<file path="src/hdl/rssd_pkg.sv">
// shared types, constants and lookup functions of the rotating counter display
`default_nettype none

package rssd_pkg;

  // display geometry
  localparam int unsigned NumDigits = 6;
  localparam int unsigned CntW      = $clog2(NumDigits + 1);

  // counter registers and their indexes on the configuration port
  localparam int unsigned NumRegs  = 5;
  localparam int unsigned CfgIdxW  = 3;
  localparam int unsigned RegHeadToHead    = 0;
  localparam int unsigned RegSolo          = 1;
  localparam int unsigned RegDailyUsers    = 2;
  localparam int unsigned RegOnlineUsers   = 3;
  localparam int unsigned RegCharacters    = 4;

  // page codes
  localparam logic [2:0] PageHeadToHead  = 3'd0;
  localparam logic [2:0] PageBanner      = 3'd1;
  localparam logic [2:0] PageSolo        = 3'd2;
  localparam logic [2:0] PageDailyUsers  = 3'd3;
  localparam logic [2:0] PageOnlineUsers = 3'd4;
  localparam logic [2:0] PageCharacters  = 3'd5;

  // reciprocal constants: floor(n/1000) for 32 bit n
  localparam logic [31:0] MsRecip     = 32'h1062_4DD3;
  localparam int unsigned MsShift     = 38;
  // floor(n/36) for n below 2^23
  localparam logic [22:0] Div36Recip  = 23'd7456541;
  localparam int unsigned Div36Shift  = 28;
  // floor(n/10) for 32 bit n
  localparam logic [31:0] Div10Recip  = 32'hCCCC_CCCD;
  localparam int unsigned Div10Shift  = 35;

  typedef logic [NumRegs-1:0][31:0] counters_t;

  // one item handed from the page pipeline to the digit serialiser
  typedef struct packed {
    logic        valid;
    logic [2:0]  page;
    logic [31:0] value;
  } rssd_item_t;

  // decimal digit to segment mask
  function automatic logic [6:0] digit_seg(input logic [3:0] d);
    logic [6:0] m;
    case (d)
      4'd0:    m = 7'h77;
      4'd1:    m = 7'h11;
      4'd2:    m = 7'h6B;
      4'd3:    m = 7'h3B;
      4'd4:    m = 7'h1D;
      4'd5:    m = 7'h3E;
      4'd6:    m = 7'h7E;
      4'd7:    m = 7'h13;
      4'd8:    m = 7'h7F;
      4'd9:    m = 7'h3F;
      default: m = 7'h00;
    endcase
    return m;
  endfunction

  // banner "bt12-3", position 0 is the rightmost character, blank above
  function automatic logic [6:0] banner_seg(input logic [CntW-1:0] pos);
    logic [6:0] m;
    case (32'(pos))
      32'd0:   m = 7'h3B;
      32'd1:   m = 7'h08;
      32'd2:   m = 7'h6B;
      32'd3:   m = 7'h11;
      32'd4:   m = 7'h6C;
      32'd5:   m = 7'h7C;
      default: m = 7'h00;
    endcase
    return m;
  endfunction

  // fixed colour of each page
  function automatic logic [23:0] page_color(input logic [2:0] page);
    logic [23:0] c;
    case (page)
      PageHeadToHead:  c = 24'hFF0000;
      PageBanner:      c = 24'hFF1E00;
      PageSolo:        c = 24'hFF00FF;
      PageDailyUsers:  c = 24'h00FF00;
      PageOnlineUsers: c = 24'hFFFF00;
      PageCharacters:  c = 24'h0000FF;
      default:         c = 24'h000000;
    endcase
    return c;
  endfunction

endpackage

`default_nettype wire

</file>
<file path="src/hdl/rssd_page_pipe.sv">
// three stage pipeline from timestamp to page index and selected counter
`default_nettype none

module rssd_page_pipe (
  input  wire logic                clk_i,
  input  wire logic                rst_ni,
  input  wire logic                in_valid_i,
  input  wire logic [31:0]         uptime_ms_i,
  input  wire rssd_pkg::counters_t counters_i,
  output rssd_pkg::rssd_item_t     item_o
);
  import rssd_pkg::*;

  logic        s1_valid_q;
  logic [60:0] s1_prod_q;
  logic        s2_valid_q;
  logic [22:0] s2_sec_q;
  logic [45:0] s2_prod_q;
  logic        s3_valid_q;
  logic [2:0]  s3_page_q;
  logic [31:0] s3_value_q;

  logic [22:0] sec_d;
  logic [17:0] q36;
  logic [22:0] q36_x36;
  logic [5:0]  sec_mod36;
  logic [11:0] page_scaled;
  logic [2:0]  page_d;
  logic [31:0] value_d;

  // stage 1: seconds as a reciprocal product
  // stage 2: seconds divided by 36 as a reciprocal product
  assign sec_d = s1_prod_q[MsShift +: 23];

  // stage 3: remainder mod 36, then page = remainder / 6 via multiply by 43 >> 8
  always_comb begin
    q36         = s2_prod_q[Div36Shift +: 18];
    q36_x36     = (23'(q36) << 5) + (23'(q36) << 2);
    sec_mod36   = 6'(s2_sec_q - q36_x36);
    page_scaled = (12'(sec_mod36) << 5) + (12'(sec_mod36) << 3)
                + (12'(sec_mod36) << 1) + 12'(sec_mod36);
    page_d      = page_scaled[10:8];
  end

  // counter shown on the page
  always_comb begin
    case (page_d)
      PageHeadToHead:  value_d = counters_i[RegHeadToHead];
      PageSolo:        value_d = counters_i[RegSolo];
      PageDailyUsers:  value_d = counters_i[RegDailyUsers];
      PageOnlineUsers: value_d = counters_i[RegOnlineUsers];
      PageCharacters:  value_d = counters_i[RegCharacters];
      default:         value_d = 32'd0;
    endcase
  end

  // valid bits
  always_ff @(posedge clk_i or negedge rst_ni) begin
    if (!rst_ni) begin
      s1_valid_q <= 1'b0;
      s2_valid_q <= 1'b0;
      s3_valid_q <= 1'b0;
    end else begin
      s1_valid_q <= in_valid_i;
      s2_valid_q <= s1_valid_q;
      s3_valid_q <= s2_valid_q;
    end
  end

  // stage payload
  always_ff @(posedge clk_i) begin
    if (in_valid_i) begin
      s1_prod_q <= 61'({32'd0, uptime_ms_i} * {32'd0, MsRecip});
    end
    if (s1_valid_q) begin
      s2_sec_q  <= sec_d;
      s2_prod_q <= 46'({23'd0, sec_d} * {23'd0, Div36Recip});
    end
    if (s2_valid_q) begin
      s3_page_q  <= page_d;
      s3_value_q <= value_d;
    end
  end

  assign item_o.valid = s3_valid_q;
  assign item_o.page  = s3_page_q;
  assign item_o.value = s3_value_q;

endmodule

`default_nettype wire

</file>
<file path="config.mk">
export PLATFORM = sky130hd
export DESIGN_NAME = rssd_page_pipe
export DESIGN_NICKNAME = d
export VERILOG_FILES = /design/src/hdl/rssd_pkg.sv /design/src/hdl/rssd_page_pipe.sv
export SDC_FILE = /design/constraint.sdc
export NUM_CORES = 1
export LEC_CHECK = 0
export ABC_AREA = 1
export BUFFER_PORTS_ARGS = -buffer_cell sky130_fd_sc_hd__buf_2
export CAP_MARGIN = 20
export CORE_MARGIN = 2
export CORE_UTILIZATION = 37
export DETAILED_ROUTE_END_ITERATION = 16
export MAX_ROUTING_LAYER = met4
export PLACE_DENSITY = 0.51
export SETUP_SLACK_MARGIN = 0.02
export SYNTH_ARGS = -nofsm -noshare
export SYNTH_HDL_FRONTEND = slang
export SYNTH_SLANG_ARGS = --single-unit
</file>
<file path="constraint.sdc">
create_clock -name clk_i -period 12.4 [get_ports clk_i]
set_input_delay 1.24 -clock clk_i [delete_from_list [all_inputs] [get_ports clk_i]]
set_output_delay 1.24 -clock clk_i [all_outputs]
set_load 0.02 [all_outputs]
</file>
Word-level counts from Yosys, hierarchy flattened
Cells that the tools add are included.

storage, ports and cells
  bits of input ports = 195
  logic and storage cells = 21
  bits in registers = 137
  output and inout port bits = 36

operators by class
  reduce and logical (&&, ||, !) cells = 1
  add/sub/neg operators = 5
  muxes and demuxes = 1
  equality and inequality tests = 4
  $mul = 2

operator list
  kind                      number
  $pmux W32 S5              1
  $mul A32 B29 Y61 const B  1
  $mul A23 B23 Y32 const B  1
  $add A11 B6 Y11           1
  $add A11 B7 Y11           1
  $add A11 B9 Y11           1
  $add A6 B6 Y6             1
  $eq A3 B2 Y1 const B      2
  $eq A3 B3 Y1 const B      2
  $sub A6 B6 Y6             1
  $logic_not A3 Y1          1

Depth between registers and ports, before layout
Gate-level depths: netlist (run 1).

  depth in word-level cells = 7
  gate-level depth with buffers = 27
  depth with buffers taken out = 27

Worst setup path before layout (run 1)
No wires, ideal clock.

  kind = input to register
  start = input port uptime_ms_i[20]
  end = register s1_prod_q[58] (data pin)
  library setup time = 0.252 ns
  arrival = 6.243 ns
  setup slack = 5.904 ns
  data required time = 12.148 ns
  stages on the path = 24
  buffers on the path = 0
  cell sequence = ha_1 > fa_1 > fa_1 > inv_1 > fa_1 > inv_1 > fa_1 > inv_1 > fa_1 > inv_1 > fa_1 > inv_1 > fa_1 > inv_1 > ha_1 > nand2_1 > nor2_1 > inv_1 > nor2_1 > inv_1 > nor4_1 > nand2_1 > nand3_1 > nand2_1

on the way
  longest elaborated chain between the ends = 1

RTL lines
  item                  line                  RTL
  from (decl)           rssd_page_pipe.sv:8   input wire logic [31:0] uptime_ms_i,
  $mul A32 B29 Y61      rssd_page_pipe.sv:73  s1_prod_q <= 61'({32'd0, uptime_ms_i} * {32'd0, MsRecip});
  to (signal assigned)  rssd_page_pipe.sv:73
  to (decl)             rssd_page_pipe.sv:15  logic [60:0] s1_prod_q;

No other way between the ends.
A chain may end at the register's enable or synchronous reset.

Final worst setup path (run 1)
  start = input port uptime_ms_i[8]
  end = register s1_prod_q[58] (data pin)

The elaborated chain is that of the path after synthesis.

==> results of run 1 <==
cell usage after synthesis, types with 2 or more instances:
master,count,area (um2)
xnor2_1,8,70.07
inv_1,905,3397
a21o_1,12,90.09
a21boi_0,3,22.52
inv_2,2,7.510
o21ai_0,72,360.4
o211ai_1,3,22.52
a31oi_1,8,50.05
nand2_4,3,33.78
o21a_1,5,37.54
nand4_1,21,131.4
o21bai_1,12,90.09
nor2_4,2,22.52
nand2_2,4,25.02
o2111ai_1,2,17.52
ha_1,540,6756
nor3_1,16,80.08
dfrtp_1,3,75.07
nand3b_1,3,22.52
edfxtp_1,68,2042
buf_4,9,67.56
or2_2,2,12.51
buf_2,12,60.06
nand2_1,401,1505
nor4_1,5,31.28
nand3_1,160,800.8
xor2_1,19,166.4
a21oi_1,111,555.5
nor2_1,206,773.2
fa_1,425,8508
buf_6,2,22.52
flip-flops by register name, indices dropped and copies added (netlist names):
register and count:
s1_valid_q 1, s2_prod_q 4, s3_page_q 3, s2_valid_q 1, s2_sec_q 6, s3_valid_q 1
s1_prod_q 23, s3_value_q 32
cell type report:
class	instances	area, um2
inverters	907	3405
repair buffers	232	1166
clock inverters	6	68.82
well taps	940	1176
clock buffers	10	229.0
multi-input cells	2052	20270
flip-flops and latches	71	2117
fillers	7406	41230
metrics by stage:
step | std cells | setup WS, ns
5_1_grt | 4218 | 4.998
2_1_floorplan | 3053 | 5.904
3_3_place_gp | 4202 | 4.876
4_1_cts | 4218 | 5.304
3_5_place_dp | 4202 | 4.929
6_report | 4218 | 5.241
logic make-up (layout without fill, tap and decap cells):
kind of cell / count (synthesis) / after routing / share of synthesized area [%]
AO/OA/AOI/OAI: 232 / 232 / 4.921
XOR/XNOR: 27 / 27 / 0.9118
adder cells (fa/ha/maj): 965 / 965 / 58.85
buffers and inverters: 930 / 1155 / 13.71
flip-flops: 71 / 71 / 8.162
AND/OR/NAND/NOR: 828 / 828 / 13.44
layer usage:
metal | up-vias | GRT usage (%) | wire [um]
met4 | 0 | 6.156 | 2298
met2 | 377 | 38.20 | 38050
li1 | 9821 | - | -
met5 | - | - | 0
met3 | 102 | 2.347 | 2554
met1 | 9483 | 29.96 | 36230
critical path: cells and delay by family:
family	cells	cell delay [ns]
adders and majority gates	9	3.96
and+or+nand+nor	7	0.69
AOI/OAI and AO/OA	3	0.68
buffers and inverters	7	0.64
worst max-delay path by stage:
stage                                from       endpoint  slack, ns  cells after the start
after floorplan           uptime_ms_i[20]  s1_prod_q[58]       5.90                     24
after global placement     uptime_ms_i[8]  s1_prod_q[58]       4.88                     26
after detailed placement   uptime_ms_i[8]  s1_prod_q[58]       4.93                     26
after CTS                  uptime_ms_i[8]  s1_prod_q[58]       5.30                     26
after global routing       uptime_ms_i[9]  s1_prod_q[58]       5.00                     24
final                      uptime_ms_i[8]  s1_prod_q[58]       5.24                     26
==> summary.txt, run 1 <==
Job
  – Max Cap Violations: 0

Global routing
  – GRT Util Overall: 22.99%
  – First-pass GRT wire length: 120600 um
  – Initial antenna violation count: 0
  – GRT overflow: 0
  – Largest net degree at the start of global routing: 58
  – Vias in the first global route: 20990

Finish
  – Share of layout cells above drive strength 1: 8.023%
  – Syn-to-layout area delta: 9.619%
  – Fin area: 28430 um2
  – Leading cell type in the layout, fill and taps excluded: inv_1
  – Nets: 4433
  – N_diodes: 0
  – Post-layout util: 40.81%
  – Most frequent cells in the layout: 905 x inv_1, 540 x ha_1, 425 x fa_1, 401 x nand2_1, 230 x buf_2

Floorplanning
  – Core ar.: 69660 um2
  – Num ports: 231
  – Die H: 268.8 um
  – Num rows: 97
  – Die area: 72230 um2
  – Starting Density: 37.23%
  – Die X: 268.8 um

Detailed routing
  – Residual DRC count: 0
  – ANT nets after route: 0
  – Wire per inst: 18.76 um
  – Post-Route WL: 79130 um
  – Vias per cell: 4.690
  – Iter 0 DRT Violations: 924
  – Vias: 19780
  – 1st-pass router iterations: 5

Critical path
  – R2r setup slk: 6.54 ns
  – Worst path most repeated cell: fa_1
  – Required @ worst endpoint: 12.49 ns
  – R2R depth: 18
  – Worst setup SP type: input port
  – Slowest cell on crit path: fa_1
  – CP Class: in2reg
  – Worst Path Max Fanout: 11
  – CP arrival: 7.25 ns
  – Crit end category: flop
  – CP max stage delay: 0.52 ns
  – R2R Path End: s2_prod_q[30]
  – Crit Reg-Reg Startpoint: s1_prod_q[46]

Timing
  – RSZ-0062 raised after global routing: no
  – Final period util: 57.73%
  – Highest clock rate: 139.7 MHz
  – Tightest Pin Transition: 0.9869 ns
  – Worst clock skew: 0.01208 ns
  – Relative slew slack: 33.98%
  – Min cycle time layout: 7.159 ns
  – Setup tns final: 0 ns
  – Worst hold slack: 0.6402 ns
  – Max-slew violations: 0
  – Hold Fails Final Rpt: 0
  – Endpoints failing setup: 0

CTS
  – Root Driver: clkbuf_16
  – Resize count post-CTS: 0
  – Buffers inserted by post-CTS timing repair: 0
  – Clk Latency, worst-skew pair: 0.36 ns
  – TritonCTS clock tree: yes
  – Num CTS Buffers: 9
  – Hold-fix buffers, CTS: 0
  – CTS Buffer Depth: 2
  – H-tree levels: 3
  – # clock sinks: 71
  – Clock slew at reported path FFs: 0.06 ns

Yosys
  – Flops & latches, synth: 71
  – Mapped cell area: 25940 um2
  – Avg Inst Size Synth: 8.495 um2
  – Number of synthesized flops with an enable pin: 68
  – Top_reg_cell synth: edfxtp_1
  – Synth warnings: 0
  – Synthesized instance count: 3053
  – Syn nets: 4213
  – Count of cell types in the netlist: 40
  – Async set-or-reset flop fraction in the synthesized netlist: 4.225%
  – Post-synthesis sequential area ratio: 8.162%

Hold path
  – Min-Delay Path Depth: 0
  – Hold endpoint: s2_sec_q[1]
  – HP Class: reg2reg
  – HP Start: s1_prod_q[39]

Status
  – Status: finished, final reports clean

Placement
  – PortBufs: 230
  – RePlAce Congestion: 0.9473
  – Post-DP Area: 28130 um2
  – HPWL Detailed: 70740 um
Power of run 1 is left out: the tool's default activity adds up to more than one toggle a clock period on the data nets, which glitch-free logic cannot reach.
==> run 2: changes to the inputs <==
--- a/config.mk
+++ b/config.mk
@@ -12,7 +12,7 @@
 export CORE_UTILIZATION = 37
 export DETAILED_ROUTE_END_ITERATION = 16
 export MAX_ROUTING_LAYER = met4
-export PLACE_DENSITY = 0.51
+export PLACE_DENSITY = 0.53
 export SETUP_SLACK_MARGIN = 0.02
 export SYNTH_ARGS = -nofsm -noshare
 export SYNTH_HDL_FRONTEND = slang
==> constraint.sdc (replaced) <==
create_clock -name clk_i -period 6.45 [get_ports clk_i]
set_input_delay 0.645 -clock clk_i [delete_from_list [all_inputs] [get_ports clk_i]]
set_output_delay 0.645 -clock clk_i [all_outputs]
set_load 0.02 [all_outputs]
==> run 2 against run 1 <==
First-iteration DRC count grew 18%. Wire length shrank 1.8%. Final cell count rose by 3.6%. Via count is 3.4% higher. Critical endpoint is now s1_prod_q[60]. Highest routed layer unchanged.
==> summary.txt, run 2 (synthesized netlist as in run 1, its figures left out) <==
Placement
  – Place WS: -0.2259 ns (-5.155 ns)
  – Post-DP Area: 29260 um2 (+4.0%)
  – PortBufs: 230 (unchanged)
  – RePlAce Congestion: 0.9191 (-3.0%)
  – HPWL Detailed: 70150 um (-0.83%)

Global routing
  – Initial antenna violation count: 1 (+1)
  – First-pass GRT wire length: 119200 um (-1.2%)
  – Vias in the first global route: 21140 (+0.71%)
  – GRT overflow: 0 (unchanged)
  – GRT Util Overall: 22.41% (-0.58 points)
  – Largest net degree at the start of global routing: 47 (-19%)

Timing
  – Tightest Pin Transition: 1.002 ns (+0.01554 ns)
  – Final period util: 96.70%
  – Highest clock rate: 160.3 MHz
  – Relative slew slack: 32.94% (-1.0 points)
  – Worst hold slack: 0.09321 ns (-0.5469 ns)
  – Hold Fails Final Rpt: 0 (unchanged)
  – Max-slew violations: 0 (unchanged)
  – Worst clock skew: 0.01443 ns (+0.002345 ns)
  – Setup ws final: 0.2131 ns (-5.028 ns)
  – RSZ-0062 raised after global routing: yes
  – Endpoints failing setup: 0 (unchanged)
  – Min cycle time layout: 6.237 ns

Finish
  – Syn-to-layout area delta: 14.47%
  – Filler instances: 7306 (-1.4%)
  – Largest Register: s3_value_q
  – Post-layout util: 42.62% (+1.8 points)
  – Nets: 4582 (+3.4%)
  – Fin area: 29690 um2 (+4.4%)
  – Leading cell type in the layout, fill and taps excluded: inv_1
  – Share of layout cells above drive strength 1: 13.01% (+5.0 points)
  – Largest register FFs: 32 (unchanged)
  – Largest regs: s3_value_q (32), s1_prod_q (23), s2_sec_q (6)
  – Most frequent cells in the layout: 905 x inv_1, 538 x ha_1, 425 x fa_1, 401 x nand2_1, 229 x buf_2

CTS
  – # clock sinks: 71 (unchanged)
  – CTS Buffer Depth: 2 (unchanged)
  – Num CTS Buffers: 9 (unchanged)
  – Clock slew at reported path FFs: 0.06 ns (about the same)
  – Hold-fix buffers, CTS: 0 (unchanged)
  – Clk Latency, worst-skew pair: 0.35 ns (about the same)
  – Root Driver: clkbuf_16
  – H-tree levels: 3 (unchanged)
  – TritonCTS clock tree: yes

Detailed routing
  – Residual DRC count: 0 (unchanged)
  – Post-Route WL: 77740 um (-1.8%)
  – Vias per cell: 4.683 (-0.15%)
  – Iter 0 DRT Violations: 1093 (+18%)
  – Vias: 20460 (+3.4%)
  – ANT nets after route: 0 (unchanged)
  – Wire per inst: 17.80 um (-5.1%)
  – 1st-pass router iterations: 6 (+1)

Critical path
  – CP max stage delay: 0.53 ns (about the same)
  – Worst Path Max Fanout: 4 (-7)
  – Kind of cell adding the most delay to the critical path: adder cells
  – Slowest cell on crit path: fa_1
  – Crit-path cells: buf_2, buf_4, ha_1, fa_1, fa_1, inv_1, fa_1, inv_1, fa_1, fa_1, fa_1, inv_1, fa_1, inv_1, ha_1, a21oi_1, o21ai_0, a21oi_2, nand3_1, nand3_1, nand3_1, nand2_1, nand3_1
  – CP Class: in2reg
  – Required @ worst endpoint: 6.54 ns (-5.95 ns)
  – CP arrival: 6.33 ns (-0.92 ns)
  – Crit end category: flop
  – Crit path buf inv count: 6 (-1)
  – Worst path most repeated cell: fa_1
  – Worst setup SP type: input port

Floorplanning
  – Core ar.: 69660 um2 (unchanged)
  – Num rows: 97 (unchanged)
  – Die H: 268.8 um (unchanged)
  – Starting Density: 37.23% (unchanged)
  – Die X: 268.8 um (unchanged)
  – Num ports: 231 (unchanged)
  – Die area: 72230 um2 (unchanged)

Job
  – Max Cap Violations: 0 (unchanged)

Status
  – Status: finished, final reports clean

Hold path
  – HP Class: in2async
[run 2: cell count changes in the layout (fill, tap and decap cells not counted), moves of 3 or more]
cell | previous run | this run
a21oi_1 | 111 | 101
clkinvlp_4 | 4 | 1
nor2_2 | 0 | 16
nand3_2 | 1 | 4
nand3_1 | 160 | 157
nor2_1 | 206 | 191
buf_4 | 2 | 150
o21ai_1 | 1 | 4
o21ai_0 | 72 | 69
a21oi_2 | 0 | 10
[run 2: final timing paths]
check / startpoint / end / slack [ns] / depth (start not counted)
max: uptime_ms_i[7] / s1_prod_q[60] / 0.21 / 23
min: rst_ni / s3_valid_q / 0.09 / 1
max reg2reg: s1_prod_q[51] / s2_prod_q[31] / 0.58 / 17
min reg2reg: s1_prod_q[38] / s2_sec_q[0] / 0.67 / 1
max in group asynchronous: rst_ni / s1_valid_q / 6.25 / 1
min in group clk_i: counters_i[22] / s3_value_q[22] / 0.65 / 5
[run 2: layout make-up]
class	instances	area, um2	share of cell area [%]
Clock buffer	10	229.0	0.7712
Timing Repair Buffer	381	2300	7.746
Inverter	907	3405	11.47
Clock inverter	6	68.82	0.2318
Antenna cell	1	2.502	0.008429
Sequential cell	71	2117	7.131
Multi-Input combinational cell	2052	20390	68.68
Tap cell	940	1176	3.961
[run 2: worst register-to-register path: stages, from the launching register on]
cell      delay (ns)
edfxtp_1        0.56
fa_1            0.56
ha_1            0.36
fa_1            0.55
inv_1           0.05
fa_1            0.51
fa_1            0.45
fa_1            0.49
inv_1           0.05
fa_1            0.44
ha_1            0.46
nand2_1         0.12
nor2_1          0.29
nand3_1         0.18
nor4_1          0.20
nand2_1         0.09
nand2_1         0.10
xor2_1          0.23
[run 2: what timing repair did]
| action | 4_1_cts | 5_1_grt |
|---|---|---|
| buffers inserted | 0 | 0 |
| endpoints found under the setup margin | 0 | 17 |
| resized for setup | 0 | 40 |
[run 2: stage by stage]
step,std cells,TNS (ns)
after detailed placement,4351,-2.648
final,4368,0
after global routing,4368,-0.08012
after global placement,4351,-1.550
after CTS,4367,0
after floorplan,3053,0
[run 2: layer usage]
metal / routed length (um) / up-vias / GRT usage [%]
met4: 1683 / 0 / 4.700
met1: 35760 / 9873 / 29.76
li1: - / 10110 / -
met5: 0 / - / -
met3: 2178 / 82 / 1.279
met2: 38120 / 390 / 37.96
Power of run 2 is left out for the same reason.
==> run 3: changes to the inputs <==
--- a/config.mk
+++ b/config.mk
@@ -11,9 +11,9 @@
 export CORE_MARGIN = 2
 export CORE_UTILIZATION = 37
 export DETAILED_ROUTE_END_ITERATION = 16
-export MAX_ROUTING_LAYER = met4
 export PLACE_DENSITY = 0.53
 export SETUP_SLACK_MARGIN = 0.02
 export SYNTH_ARGS = -nofsm -noshare
 export SYNTH_HDL_FRONTEND = slang
 export SYNTH_SLANG_ARGS = --single-unit
+export TNS_END_PERCENT = 1
==> run 3 against run 2 <==
First-iteration DRC count fell by 3.2%. Global-route usage shrank 0.74 points. Register-to-register slack about the same. Critical path type unchanged. Largest cell class unchanged.
==> summary.txt, run 3 (synthesized netlist as in run 1, its figures left out) <==
Finish
  – Share of layout cells above drive strength 1: 12.38% (-0.64 points)
  – Filler instances: 7244 (-0.85%)
  – Most frequent cells in the layout: 905 x inv_1, 539 x ha_1, 425 x fa_1, 401 x nand2_1, 230 x buf_2
  – Leading cell type in the layout, fill and taps excluded: inv_1
  – Nets: 4572 (-0.22%)
  – Largest Register: s3_value_q
  – Syn-to-layout area delta: 13.99%
  – Largest register FFs: 32 (unchanged)
  – Largest regs: s3_value_q (32), s1_prod_q (23), s2_sec_q (6)

CTS
  – Clk Latency, worst-skew pair: 0.35 ns (about the same)
  – Clock slew at reported path FFs: 0.05 ns (about the same)
  – H-tree levels: 3 (unchanged)
  – Buffers inserted by post-CTS timing repair: 0 (unchanged)
  – CTS Buffer Depth: 2 (unchanged)
  – # clock sinks: 71 (unchanged)
  – Num CTS Buffers: 9 (unchanged)
  – TritonCTS clock tree: yes
  – Root Driver: clkbuf_16

Critical path
  – CP max stage delay: 0.52 ns (about the same)
  – CP Class: in2reg
  – R2r setup slk: 0.57 ns (about the same)
  – Crit end category: flop
  – R2R depth: 17 (unchanged)
  – Worst path most repeated cell: fa_1
  – Crit-path cells: buf_2, buf_4, ha_1, fa_1, fa_1, inv_1, fa_1, inv_1, fa_1, fa_1, fa_1, inv_1, fa_1, inv_1, ha_1, a21oi_1, o21ai_0, buf_4, a21oi_1, nand3_1, nand3_1, nand2_1, nand2_1, nand2_1
  – Crit Reg-Reg Startpoint: s1_prod_q[51]
  – Worst Path Max Fanout: 4 (unchanged)
  – R2R Path End: s2_prod_q[31]
  – CP arrival: 6.35 ns (+0.02 ns)
  – Required @ worst endpoint: 6.55 ns (about the same)
  – Slowest cell on crit path: fa_1
  – Worst setup SP type: input port

Detailed routing
  – Post-Route WL: 77430 um (-0.40%)
  – Residual DRC count: 0 (unchanged)
  – Iter 0 DRT Violations: 1058 (-3.2%)
  – Wire per inst: 17.77 um (-0.17%)
  – Vias per cell: 4.668 (-0.31%)
  – ANT nets after route: 0 (unchanged)
  – 1st-pass router iterations: 5 (-1)
  – Vias: 20350 (-0.54%)

Global routing
  – GRT overflow: 0 (unchanged)
  – Initial antenna violation count: 2 (+1)
  – GRT Util Overall: 21.67% (-0.74 points)
  – M1 GR Usage: 28.84% (-0.92 points)
  – Largest net degree at the start of global routing: 45 (-4.3%)
  – Vias in the first global route: 21030 (-0.52%)
  – Global routing usage on met3: 2.511% (+1.2 points)
  – Grt met2 use: 37.89% (-0.063 points)
  – First-pass GRT wire length: 117900 um (-1.1%)
  – GR peak layer: met2

Floorplanning
  – Die area: 72230 um2 (unchanged)
  – Num ports: 231 (unchanged)
  – Num rows: 97 (unchanged)
  – Core ar.: 69660 um2 (unchanged)
  – Die X: 268.8 um (unchanged)
  – Die H: 268.8 um (unchanged)
  – Starting Density: 37.23% (unchanged)

Timing
  – Highest clock rate: 160.0 MHz (-0.19%)
  – Final period util: 96.88% (+0.19 points)
  – Endpoints failing setup: 0 (unchanged)
  – Max-slew violations: 0 (unchanged)
  – Relative slew slack: 35.56% (+2.6 points)
  – Hold Fails Final Rpt: 0 (unchanged)
  – Min cycle time layout: 6.249 ns (+0.01215 ns)
  – Worst clock skew: 0.01073 ns (-0.003702 ns)
  – Tightest Pin Transition: 0.9632 ns (-0.03916 ns)
  – RSZ-0062 raised after global routing: yes
  – Setup ws final: 0.2010 ns (-0.01215 ns)

Placement
  – Place WS: -0.1900 ns (+0.03588 ns)
  – RePlAce Congestion: 0.9101 (-0.98%)
  – HPWL Detailed: 70280 um (+0.18%)
  – PortBufs: 230 (unchanged)

Status
  – Status: finished, final reports clean

Hold path
  – HP Class: in2async

Job
  – Max Cap Violations: 0 (unchanged)
run 3: changes by cell type in the layout (fill, tap and decap cells not counted), moves of 3 or more:
cell     previous run  this run
buf_4             150       140
a21oi_1           101       107
a21oi_2            10         4
nor2_1            191       195
nor2_2             16        12
o21ai_0            69        66
o21ai_1             4         7
run 3: how the worst max path moves through the flow:
stage / start / end / depth (start not counted)
after global placement: uptime_ms_i[23] / s1_prod_q[59] / 23
after floorplan: uptime_ms_i[20] / s1_prod_q[58] / 24
final: uptime_ms_i[7] / s1_prod_q[57] / 24
after global routing: uptime_ms_i[7] / s1_prod_q[49] / 25
after detailed placement: uptime_ms_i[7] / s1_prod_q[60] / 24
after CTS: uptime_ms_i[23] / s1_prod_q[59] / 23
run 3: what timing repair did:
| item | in CTS | in global routing |
|---|---|---|
| setup endpoints to repair | 0 | 17 |
| hold buffers | 0 | 0 |
| gates resized for setup | 0 | 29 |
run 3: layout make-up:
class | count | area [um2] | area share, %
antenna | 1 | 2.502 | 0.008465
multi-input combinational | 2052 | 20340 | 68.81
clock buffer | 10 | 229.0 | 0.7745
sequential | 71 | 2117 | 7.161
tap | 940 | 1176 | 3.978
clock inverter | 6 | 68.82 | 0.2328
timing repair buffer | 371 | 2222 | 7.516
inverter | 907 | 3405 | 11.52
run 3: worst max-delay path, delay by kind of cell:
family / cells / cell delay, ns
compound gates: 3 / 0.51
simple gates: 5 / 0.50
buf+inv: 7 / 0.66
fa+ha+maj: 9 / 4.02
run 3: metrics by stage:
stage          util [%]  hold slack, ns  area [um2]  std cells  TNS (ns)
3_5_place_dp      41.89          0.4405       29180       4341    -1.808
3_3_place_gp      41.89          0.4422       29180       4341    -1.273
4_1_cts           42.32         0.07105       29480       4357         0
6_report          42.44         0.08583       29560       4358         0
5_1_grt           42.44         0.07615       29560       4358  -0.04639
2_1_floorplan         -          0.3494       25940       3053         0
run 3: metal layers:
metal,wire length (um),up-vias
met5,13,-
met4,1587,2
met3,3213,81
met2,38070,450
met1,34550,9709
li1,-,10100
Power of run 3 is left out for the same reason.
